### src/rtl/gdc_pkg.sv
// Package for the Gregorian date counter: date field types, year limits,
// function codes, constant-division multipliers and month tables.
// Depends on nothing.
`default_nettype none

package gdc_pkg;

    typedef logic [4:0]  day_t;
    typedef logic [3:0]  month_t;
    typedef logic [13:0] year_t;

    localparam int AMOUNT_BITS_DEF = 16;

    localparam year_t YEAR_MIN = 14'd1900;
    localparam year_t YEAR_MAX = 14'd9999;

    // Bookkeeping of 1900: year mod 100 and century mod 4
    localparam logic [6:0] YMOD_RST = 7'd0;
    localparam logic [1:0] CEN_RST  = 2'd3;
    // 1900-01-01 is a Monday
    localparam logic [2:0] WDAY_RST = 3'd1;

    localparam logic [2:0] FUNC_LOAD = 3'd0;
    localparam logic [2:0] FUNC_NEXT = 3'd1;
    localparam logic [2:0] FUNC_PREV = 3'd2;
    localparam logic [2:0] FUNC_ADD  = 3'd3;
    localparam logic [2:0] FUNC_SUB  = 3'd4;

    // floor(x / 100) = (x * DIV100_MUL) >> DIV100_SHIFT for x below 10000
    localparam logic [15:0] DIV100_MUL   = 16'd5243;
    localparam int          DIV100_SHIFT = 19;
    // floor(x / 7) = (x * DIV7_MUL) >> DIV7_SHIFT for x below 16384
    localparam logic [15:0] DIV7_MUL     = 16'd37450;
    localparam int          DIV7_SHIFT   = 18;

    localparam int MUL_A_W = 14;
    localparam int MUL_B_W = 16;
    localparam int PROD_W  = MUL_A_W + MUL_B_W;

    function automatic day_t month_len(input month_t m, input logic leap);
        day_t len;
        case (m)
            4'd2:    len = leap ? 5'd29 : 5'd28;
            4'd4,
            4'd6,
            4'd9,
            4'd11:   len = 5'd30;
            default: len = 5'd31;
        endcase
        return len;
    endfunction

    // floor(31 * mm / 12) for the shifted month mm of the weekday formula
    function automatic logic [4:0] month_term(input month_t mm);
        logic [4:0] t;
        case (mm)
            4'd1:    t = 5'd2;
            4'd2:    t = 5'd5;
            4'd3:    t = 5'd7;
            4'd4:    t = 5'd10;
            4'd5:    t = 5'd12;
            4'd6:    t = 5'd15;
            4'd7:    t = 5'd18;
            4'd8:    t = 5'd20;
            4'd9:    t = 5'd23;
            4'd10:   t = 5'd25;
            4'd11:   t = 5'd28;
            4'd12:   t = 5'd31;
            default: t = 5'd0;
        endcase
        return t;
    endfunction

endpackage

`default_nettype wire

### src/rtl/gregorian_date_counter.sv
// Top level of the Gregorian date counter: sequencer, month walker and weekday unit.
// Depends on gdc_pkg.
//
// The block holds one date (reset 1900-01-01) and takes one item at a time; in_ready
// is high only while the sequencer is idle. A load splits the year by a shared
// multiplier and checks the day (S_LDMUL, S_LDMOD, S_LDDAY), computes the weekday
// (S_WK1 to S_WK4) and posts the result (S_OUT). Next and previous day walk once
// more in S_WALK when they cross a month boundary. Add and subtract walk one month
// per cycle through a single compare-and-subtract unit, one more S_WALK pass per month
// boundary crossed; a walk that leaves the year range stops in the boundary month
// and holds the date. Unused function codes go straight to the weekday states. The
// weekday is computed after every item by the same 14 by 16 bit multiplier. A
// result stays on the outputs until taken; the next item may be transferred while
// it waits, and its own result is posted once the output is free.
`default_nettype none

module gregorian_date_counter #(
    parameter int AMOUNT_BITS = gdc_pkg::AMOUNT_BITS_DEF
) (
    input  wire logic                   clk,
    input  wire logic                   rst_n,
    input  wire logic                   in_valid,
    output logic                        in_ready,
    input  wire logic [2:0]             func,
    input  wire logic [AMOUNT_BITS-1:0] amount,
    input  wire logic [4:0]             load_day,
    input  wire logic [3:0]             load_month,
    input  wire logic [13:0]            load_year,
    output logic                        out_valid,
    input  wire logic                   out_ready,
    output logic [4:0]                  cur_day,
    output logic [3:0]                  cur_month,
    output logic [13:0]                 cur_year,
    output logic [2:0]                  weekday,
    output logic                        range_error
);

    localparam int CMP_W = (AMOUNT_BITS > 6) ? AMOUNT_BITS : 6;

    localparam logic [3:0] S_IDLE  = 4'd0;
    localparam logic [3:0] S_LDMUL = 4'd1;
    localparam logic [3:0] S_LDMOD = 4'd2;
    localparam logic [3:0] S_LDDAY = 4'd3;
    localparam logic [3:0] S_WALK  = 4'd4;
    localparam logic [3:0] S_WK1   = 4'd5;
    localparam logic [3:0] S_WK2   = 4'd6;
    localparam logic [3:0] S_WK3   = 4'd7;
    localparam logic [3:0] S_WK4   = 4'd8;
    localparam logic [3:0] S_OUT   = 4'd9;

    // committed state
    logic [3:0]      state_reg, state_next;
    gdc_pkg::day_t   day_reg, day_next;
    gdc_pkg::month_t month_reg, month_next;
    gdc_pkg::year_t  year_reg, year_next;
    logic [6:0]      ymod_reg, ymod_next;
    logic [1:0]      cen_reg, cen_next;
    logic [2:0]      wday_reg, wday_next;
    logic            err_out_reg, err_out_next;
    logic            out_valid_reg, out_valid_next;

    // working state
    gdc_pkg::day_t           wd_reg, wd_next;
    gdc_pkg::month_t         wm_reg, wm_next;
    gdc_pkg::year_t          wy_reg, wy_next;
    logic [6:0]              wymod_reg, wymod_next;
    logic [1:0]              wcen_reg, wcen_next;
    logic [AMOUNT_BITS-1:0]  rem_reg, rem_next;
    logic                    fwd_reg, fwd_next;
    logic                    err_reg, err_next;
    gdc_pkg::year_t          yy_reg, yy_next;
    gdc_pkg::month_t         mm_reg, mm_next;
    logic [13:0]             sum_reg, sum_next;
    logic [2:0]              wk_reg, wk_next;
    logic [gdc_pkg::PROD_W-1:0] prod_reg, prod_next;

    logic [gdc_pkg::MUL_A_W-1:0] mul_a;
    logic [gdc_pkg::MUL_B_W-1:0] mul_b;

    logic            in_xfer;
    logic            leap;
    gdc_pkg::day_t   ml;
    gdc_pkg::day_t   left;
    logic [CMP_W-1:0] rem_w;
    logic [CMP_W-1:0] left_w;
    logic [CMP_W-1:0] day_w;
    logic [6:0]      q100;
    logic [13:0]     q100_x100;
    logic [10:0]     q7;
    logic [13:0]     r7;
    gdc_pkg::month_t ld_m;
    gdc_pkg::year_t  ld_y;
    logic            ld_a;

    assign in_ready    = (state_reg == S_IDLE);
    assign in_xfer     = in_valid && in_ready;
    assign out_valid   = out_valid_reg;
    assign cur_day     = day_reg;
    assign cur_month   = month_reg;
    assign cur_year    = year_reg;
    assign weekday     = wday_reg;
    assign range_error = err_out_reg;

    assign leap   = (wy_reg[1:0] == 2'd0) && ((wymod_reg != 7'd0) || (wcen_reg == 2'd0));
    assign ml     = gdc_pkg::month_len(wm_reg, leap);
    assign left   = ml - wd_reg;
    assign rem_w  = CMP_W'(rem_reg);
    assign left_w = CMP_W'(left);
    assign day_w  = CMP_W'(wd_reg);

    assign q100      = 7'(prod_reg >> gdc_pkg::DIV100_SHIFT);
    assign q100_x100 = 14'(q100) * 14'd100;
    assign q7        = 11'(prod_reg >> gdc_pkg::DIV7_SHIFT);
    assign r7        = sum_reg - 14'(14'(q7) * 14'd7);

    assign ld_m = ((load_month == 4'd0) || (load_month > 4'd12)) ? 4'd1 : load_month;
    assign ld_y = (load_year < gdc_pkg::YEAR_MIN) ? gdc_pkg::YEAR_MIN :
                  (load_year > gdc_pkg::YEAR_MAX) ? gdc_pkg::YEAR_MAX : load_year;
    assign ld_a = (wm_reg <= 4'd2);

    // shared multiplier operand select
    always_comb
    begin
        case (state_reg)
            S_LDMUL:
            begin
                mul_a = wy_reg;
                mul_b = gdc_pkg::DIV100_MUL;
            end
            S_WK1:
            begin
                mul_a = wy_reg - gdc_pkg::year_t'(ld_a);
                mul_b = gdc_pkg::DIV100_MUL;
            end
            default:
            begin
                mul_a = sum_reg;
                mul_b = gdc_pkg::DIV7_MUL;
            end
        endcase
    end

    assign prod_next = gdc_pkg::PROD_W'(mul_a) * gdc_pkg::PROD_W'(mul_b);

    always_comb
    begin
        state_next     = state_reg;
        day_next       = day_reg;
        month_next     = month_reg;
        year_next      = year_reg;
        ymod_next      = ymod_reg;
        cen_next       = cen_reg;
        wday_next      = wday_reg;
        err_out_next   = err_out_reg;
        out_valid_next = out_valid_reg && !out_ready;
        wd_next        = wd_reg;
        wm_next        = wm_reg;
        wy_next        = wy_reg;
        wymod_next     = wymod_reg;
        wcen_next      = wcen_reg;
        rem_next       = rem_reg;
        fwd_next       = fwd_reg;
        err_next       = err_reg;
        yy_next        = yy_reg;
        mm_next        = mm_reg;
        sum_next       = sum_reg;
        wk_next        = wk_reg;

        case (state_reg)
            S_IDLE:
            begin
                if (in_xfer)
                begin
                    err_next   = 1'b0;
                    wd_next    = day_reg;
                    wm_next    = month_reg;
                    wy_next    = year_reg;
                    wymod_next = ymod_reg;
                    wcen_next  = cen_reg;
                    fwd_next   = (func == gdc_pkg::FUNC_NEXT) || (func == gdc_pkg::FUNC_ADD);
                    rem_next   = ((func == gdc_pkg::FUNC_NEXT) || (func == gdc_pkg::FUNC_PREV))
                                 ? AMOUNT_BITS'(1) : amount;
                    case (func)
                        gdc_pkg::FUNC_LOAD:
                        begin
                            wd_next    = load_day;
                            wm_next    = ld_m;
                            wy_next    = ld_y;
                            state_next = S_LDMUL;
                        end
                        gdc_pkg::FUNC_NEXT,
                        gdc_pkg::FUNC_PREV,
                        gdc_pkg::FUNC_ADD,
                        gdc_pkg::FUNC_SUB:
                            state_next = S_WALK;
                        default:
                            state_next = S_WK1;
                    endcase
                end
            end
            S_LDMUL:
                state_next = S_LDMOD;
            S_LDMOD:
            begin
                wymod_next = 7'(wy_reg - q100_x100);
                wcen_next  = q100[1:0];
                state_next = S_LDDAY;
            end
            S_LDDAY:
            begin
                if ((wd_reg == 5'd0) || (wd_reg > ml))
                    wd_next = 5'd1;
                state_next = S_WK1;
            end
            S_WALK:
            begin
                if (fwd_reg)
                begin
                    if (rem_w <= left_w)
                    begin
                        wd_next    = wd_reg + rem_w[4:0];
                        state_next = S_WK1;
                    end
                    else if ((wm_reg == 4'd12) && (wy_reg == gdc_pkg::YEAR_MAX))
                    begin
                        err_next   = 1'b1;
                        state_next = S_WK1;
                    end
                    else
                    begin
                        rem_next = AMOUNT_BITS'(rem_w - left_w - CMP_W'(1));
                        wd_next  = 5'd1;
                        if (wm_reg == 4'd12)
                        begin
                            wm_next = 4'd1;
                            wy_next = wy_reg + 14'd1;
                            if (wymod_reg == 7'd99)
                            begin
                                wymod_next = 7'd0;
                                wcen_next  = wcen_reg + 2'd1;
                            end
                            else
                                wymod_next = wymod_reg + 7'd1;
                        end
                        else
                            wm_next = wm_reg + 4'd1;
                    end
                end
                else
                begin
                    if (rem_w < day_w)
                    begin
                        wd_next    = wd_reg - rem_w[4:0];
                        state_next = S_WK1;
                    end
                    else if ((wm_reg == 4'd1) && (wy_reg == gdc_pkg::YEAR_MIN))
                    begin
                        err_next   = 1'b1;
                        state_next = S_WK1;
                    end
                    else
                    begin
                        rem_next = AMOUNT_BITS'(rem_w - day_w);
                        if (wm_reg == 4'd1)
                        begin
                            wm_next = 4'd12;
                            wd_next = 5'd31;
                            wy_next = wy_reg - 14'd1;
                            if (wymod_reg == 7'd0)
                            begin
                                wymod_next = 7'd99;
                                wcen_next  = wcen_reg - 2'd1;
                            end
                            else
                                wymod_next = wymod_reg - 7'd1;
                        end
                        else
                        begin
                            wm_next = wm_reg - 4'd1;
                            wd_next = gdc_pkg::month_len(wm_reg - 4'd1, leap);
                        end
                    end
                end
                // drop the walk and hold the date on a range error
                if (err_next)
                begin
                    wd_next    = day_reg;
                    wm_next    = month_reg;
                    wy_next    = year_reg;
                    wymod_next = ymod_reg;
                    wcen_next  = cen_reg;
                end
            end
            S_WK1:
            begin
                yy_next = mul_a;
                case (wm_reg)
                    4'd1:    mm_next = 4'd11;
                    4'd2:    mm_next = 4'd12;
                    default: mm_next = wm_reg - 4'd2;
                endcase
                state_next = S_WK2;
            end
            S_WK2:
            begin
                sum_next = 14'(wd_reg) + yy_reg + (yy_reg >> 2) - 14'(q100)
                           + 14'(q100 >> 2) + 14'(gdc_pkg::month_term(mm_reg));
                state_next = S_WK3;
            end
            S_WK3:
                state_next = S_WK4;
            S_WK4:
            begin
                wk_next    = (r7 >= 14'd7) ? 3'(r7 - 14'd7) : r7[2:0];
                state_next = S_OUT;
            end
            S_OUT:
            begin
                if (!out_valid_reg || out_ready)
                begin
                    day_next       = wd_reg;
                    month_next     = wm_reg;
                    year_next      = wy_reg;
                    ymod_next      = wymod_reg;
                    cen_next       = wcen_reg;
                    wday_next      = wk_reg;
                    err_out_next   = err_reg;
                    out_valid_next = 1'b1;
                    state_next     = S_IDLE;
                end
            end
            default:
                state_next = S_IDLE;
        endcase
    end

    always_ff @(posedge clk or negedge rst_n)
    begin
        if (!rst_n)
        begin
            state_reg     <= S_IDLE;
            day_reg       <= 5'd1;
            month_reg     <= 4'd1;
            year_reg      <= gdc_pkg::YEAR_MIN;
            ymod_reg      <= gdc_pkg::YMOD_RST;
            cen_reg       <= gdc_pkg::CEN_RST;
            wday_reg      <= gdc_pkg::WDAY_RST;
            err_out_reg   <= 1'b0;
            out_valid_reg <= 1'b0;
        end
        else
        begin
            state_reg     <= state_next;
            day_reg       <= day_next;
            month_reg     <= month_next;
            year_reg      <= year_next;
            ymod_reg      <= ymod_next;
            cen_reg       <= cen_next;
            wday_reg      <= wday_next;
            err_out_reg   <= err_out_next;
            out_valid_reg <= out_valid_next;
        end
    end

    always_ff @(posedge clk)
    begin
        wd_reg    <= wd_next;
        wm_reg    <= wm_next;
        wy_reg    <= wy_next;
        wymod_reg <= wymod_next;
        wcen_reg  <= wcen_next;
        rem_reg   <= rem_next;
        fwd_reg   <= fwd_next;
        err_reg   <= err_next;
        yy_reg    <= yy_next;
        mm_reg    <= mm_next;
        sum_reg   <= sum_next;
        wk_reg    <= wk_next;
        prod_reg  <= prod_next;
    end

endmodule

`default_nettype wire

### config.mk
export PLATFORM = sky130hd
export DESIGN_NAME = gregorian_date_counter
export DESIGN_NICKNAME = d
export VERILOG_FILES = /design/src/rtl/gdc_pkg.sv /design/src/rtl/gregorian_date_counter.sv
export SDC_FILE = /design/constraint.sdc
export NUM_CORES = 1
export LEC_CHECK = 0
export BUFFER_PORTS_ARGS = -buffer_cell sky130_fd_sc_hd__clkbuf_2
export CORE_MARGIN = 2
export CORE_UTILIZATION = 64
export CTS_BUF_LIST = sky130_fd_sc_hd__clkbuf_16
export DETAILED_ROUTE_END_ITERATION = 6
export PLACE_DENSITY_LB_ADDON = 0.12
export SKIP_LAST_GASP = 1
export SLEW_MARGIN = 10
export SYNTH_ARGS = -nofsm -noshare
export SYNTH_HDL_FRONTEND = slang
export SYNTH_SLANG_ARGS = --single-unit
### constraint.sdc
create_clock -name clk -period 9.5 [get_ports clk]
set_input_delay 0 -clock clk [delete_from_list [all_inputs] [get_ports clk]]
set_output_delay 0 -clock clk [all_outputs]
set_load 0.03 [all_outputs]
## After elaboration in Yosys (flattened, before gate mapping)

Memory sizes are Yosys's and may differ from the RTL's. A register that Yosys moved wholly into a read port is not among the register bits.
Index checks and enable logic that the tools add are counted.
Widths: inputs -> output; s select.

- Register bits: 155
- ROM bits: 80
- Input bits: 46
- Output and inout bits: 29
- Word-level logic and storage cells: 239
- Memories: 1

- Add/subtract/negate cells: 24
- Multipliers: 3
- $lt $le $gt $ge: 8
- Equal/unequal tests: 47
- Multiplexer cells: 96
- Reductions and logical operators: 38

Memories:

| name | depth | width | read ports | clocked after Yosys merged registers in | wr ports | line | source |
|---|---|---|---|---|---|---|---|
| (no name shown) | 16 | 5 | 1 | 1 | 0 | gdc_pkg.sv:56 | `case (mm)` |

Operators by type and width:

| operator | number |
|---|---|
| $mux 14 | 12 |
| $mux 16 | 8 |
| $mux 7 | 11 |
| $mux 4 | 19 |
| $pmux 14 s2 | 2 |
| $mux 5 | 10 |
| $ne 4x4->1 const B | 10 |
| $pmux 4 s10 | 1 |
| $eq 4x3->1 const B | 8 |
| $pmux 16 s2 | 1 |
| $sub 16x5->16 | 2 |
| $mul 14x16->29 | 1 |
| $add 14x5->14 | 2 |
| $eq 4x4->1 const B | 7 |
| $mux 2 | 12 |
| $pmux 7 s3 | 1 |
| $eq 4x2->1 const B | 4 |
| $le 16x5->1 | 1 |
| $lt 16x5->1 | 1 |
| $pmux 4 s2 | 2 |
| $reduce_and 8->1 | 2 |
| $sub 16x1->16 const B | 1 |
| $pmux 5 s3 | 1 |
| $add 14x1->14 const B | 1 |
| other kinds (61) | 96 |

## Depth between registers and ports, before layout

- Depth after elaboration: 12
- Depth in mapped cells: 32
- Depth with buffers taken out: 32

## Worst setup path after synthesis

OpenSTA, ideal clock, no wires.

- Path kind: reg2reg
- Start: register wm_reg[0]
- End: register prod_reg[27] (netlist bit)
- Arrival: 7.290 ns
- Required time: 9.428 ns
- Setup slack: 2.138 ns
- Stages on the path, launching flop included: 29
- Buffers on the path: 0
- Cell sequence: edfxtp_1 > inv_1 > ha_1 > o21a_1 > ha_1 > ha_1 > nand2_1 > nor3_1 > nor3b_1 > a21oi_1 > a311oi_1 > or2_2 > ha_1 > fa_1 > fa_1 > inv_1 > fa_1 > inv_1 > fa_1 > fa_1 > ha_1 > nand4_1 > o21bai_1 > a22oi_1 > o21ai_2 > a31oi_1 > o21ai_1 > a31oi_1 > xnor2_1

- Longest elaborated chain between the ends: 4

RTL lines:

| item | line | source |
|---|---|---|
| from (decl) | gregorian_date_counter.sv:64 | `gdc_pkg::month_t wm_reg, wm_next;` |
| from (signal assigned) | gregorian_date_counter.sv:368 | `wm_reg <= wm_next;` |
| $le 4x2->1 | gregorian_date_counter.sv:119 | `assign ld_a = (wm_reg <= 4'd2);` |
| $sub 14x1->14 | gregorian_date_counter.sv:132 | `mul_a = wy_reg - gdc_pkg::year_t'(ld_a);` |
| $pmux 14 s2 | gregorian_date_counter.sv:124 | `case (state_reg)` |
| named net mul_a (one bit) | gregorian_date_counter.sv:77 | `logic [gdc_pkg::MUL_A_W-1:0] mul_a;` |
| $mul 14x16->29 | gregorian_date_counter.sv:143 | `assign prod_next = gdc_pkg::PROD_W'(mul_a) * gdc_pkg::PROD_W'(mul_b);` |
| named net prod_next (one bit) | gregorian_date_counter.sv:75 | `logic [gdc_pkg::PROD_W-1:0] prod_reg, prod_next;` |
| to (signal assigned) | gregorian_date_counter.sv:379 | `prod_reg <= prod_next;` |
| to (decl) | gregorian_date_counter.sv:75 |  |

The timed path passes the listed nets, and every way through them passes these cells.
A chain may end at the register's enable or synchronous reset.

## Worst setup path in the final report

- Start: register wm_reg[0]
- End: register prod_reg[28] (netlist bit)

Same word-level chain as after synthesis.

==> impl_metrics.ini <==
[setup_path]
start_kind = flop
r2r-end = prod_reg[28]
r2r_slack_ns = 1.23
crit_buf_inv = 6
slowest_stage = a31oi_1
worst_r2r_path_depth = 30
cp_top_family = adder cells
reg2reg_from = wm_reg[0]
crit_fanout = 9
critPathMaxStageDelay_ns = 0.59
arrival_ns = 8.62
cp-end-kind = flop
critPathKind = flop to flop
worstPathRequired_ns = 9.85

[hold_path]
hp-class = input port to flop
hold_start = func[0]
hold_end = fwd_reg
min_path_cells = 2

[sta]
slew_viol_final = 0
worst_slew_pin_slew_ns = 1.04
setup_viol = 0
rsz0062_at_grt = no
period_minus_slack_ns = 8.27
relSlewSlack = 0.308
clock_skew_ns = 0.0140
period_share = 0.871
hold_viol = 0
fmax_mhz = 121
fin_setup_tns_ns = 0
fin_hold_ws_ns = 0.00551

[logic_synthesis]
synth-edff-count = 85
yosys.area.top_type_share = 0.181
yosys_warnings = 0
synthArstFlopShare = 0.289
yosys.area.top_type = ha_1
yosysUniqueCellTypes = 83
synth_flop_cell = edfxtp_1
ys_ff_latch = 142
netlist_area_sq_um = 15800
syn_avg_cell_area_sq_um = 9.42
synth_area_leaders = ha_1, fa_1, edfxtp_1
ys_seq_area_frac = 0.248
syn_inst = 1675

[clock_network]
clockBufferDepth = 2
cts_root_buffer = clkbuf_16
cts_resized = 0
clkSinkCount = 142
clk_latency_ns = 0.43
post_cts_buffers = 0
clkTransAtPathRegs_ns = 0.06
cts_tree = built
hold_buffers = 33
numCtsBuffers = 17
htreeDepth = 4

[global_route]
grt_use_total = 0.324
grt_max_degree = 51
antenna_found_initial = 1
grt_pass1_wl_microns = 65900
grt_overflow = 0
grt_pass1_vias = 12800

[floorplanning]
rows = 57
die_w_microns = 161
pin_count = 75
start_util = 0.651
coreArea_sq_um = 24200
chipHeight_microns = 161
die_area_sq_um = 25900

[route]
drt_iter0_drc = 1043
detail-route-antenna-nets = 0
num_vias = 12400
drt-vias-per-instance = 5.84
avgRoutedWirePerCell_microns = 19.0
dr.pass1.iters = 6
drcViolationCount = 0
wirelength_microns = 40200

[layout]
design_area_sq_um = 17400
diodes = 0
nets = 2185
finalNonFillerCells = 2118
largest_register_ffs = 16
drive_gt1_frac = 0.105
syn_to_final_growth_pct = 10.4
final_cell_mix = inv_1, ha_1, fa_1
final_common_cell = inv_1

[place]
post-dp-hpwl_microns = 32000
placed_cell_area_sq_um = 16500
gp_congestion = 0.940
port_buffers = 74
placedCellCount = 2053

[job]
cap_violations = 0

[outcome]
status = finished, final reports clean
==> metal layers <==
metal  global-route usage  share of wire
met1                0.427           0.42
met2                0.546           0.48
met3               0.0473          0.053
met4                0.125          0.037
met5                    0        0.00042
==> logic make-up (layout without fill, tap and decap cells) <==
group,after synthesis,after routing,share of synthesized area
compound gates,313,313,0.128
simple gates,412,412,0.130
other cells,2,7,0.000476
fa+ha+maj,358,358,0.346
mux,35,35,0.0243
flops,142,142,0.248
xor+xnor,77,77,0.0427
buf+inv,336,450,0.0813
==> synth_stat cells, types with 12 or more instances <==
library cell	n
dfstp_2	12
nand2b_1	13
dfrtp_1	29
o21ai_0	93
dfxtp_1	16
xnor2_1	59
mux2_2	26
nor2_1	98
a21oi_1	68
a211oi_1	18
a31oi_1	15
nor2b_1	18
ha_1	228
inv_1	297
fa_1	130
nor4_1	12
a21o_1	17
edfxtp_1	85
and3_1	12
nand3_1	26
xor2_1	18
nor3_1	48
clkbuf_1	23
nand2_1	119
==> per-stage QoR <==
stage                     setup slack, ns  utilization
after floorplan                      2.14            -
after global placement               1.49        0.681
after detailed placement             1.35        0.681
after CTS                            1.29        0.718
after global routing                0.648        0.718
final                                1.23        0.718
==> how the worst max path moves through the flow <==
stage               from            to  depth (start not counted)
2_1_floorplan  wm_reg[0]  prod_reg[27]                         28
3_5_place_dp   wm_reg[0]  prod_reg[28]                         30
6_report       wm_reg[0]  prod_reg[28]                         30
3_3_place_gp   wm_reg[0]  prod_reg[27]                         30
5_1_grt        wm_reg[0]  prod_reg[28]                         30
4_1_cts        wm_reg[0]  prod_reg[28]                         30
==> cell type report <==
cell class	instances	area, sq um
clock buffer	17	425
clock inverter	15	148
fill	1871	6830
inverter	298	1120
multi-input combinational	1202	10600
sequential	142	3910
tap	324	405
timing repair buffer	120	798
Power is left out: the tool's default activity adds up to more than one toggle a clock period on the data nets, which glitch-free logic cannot reach.
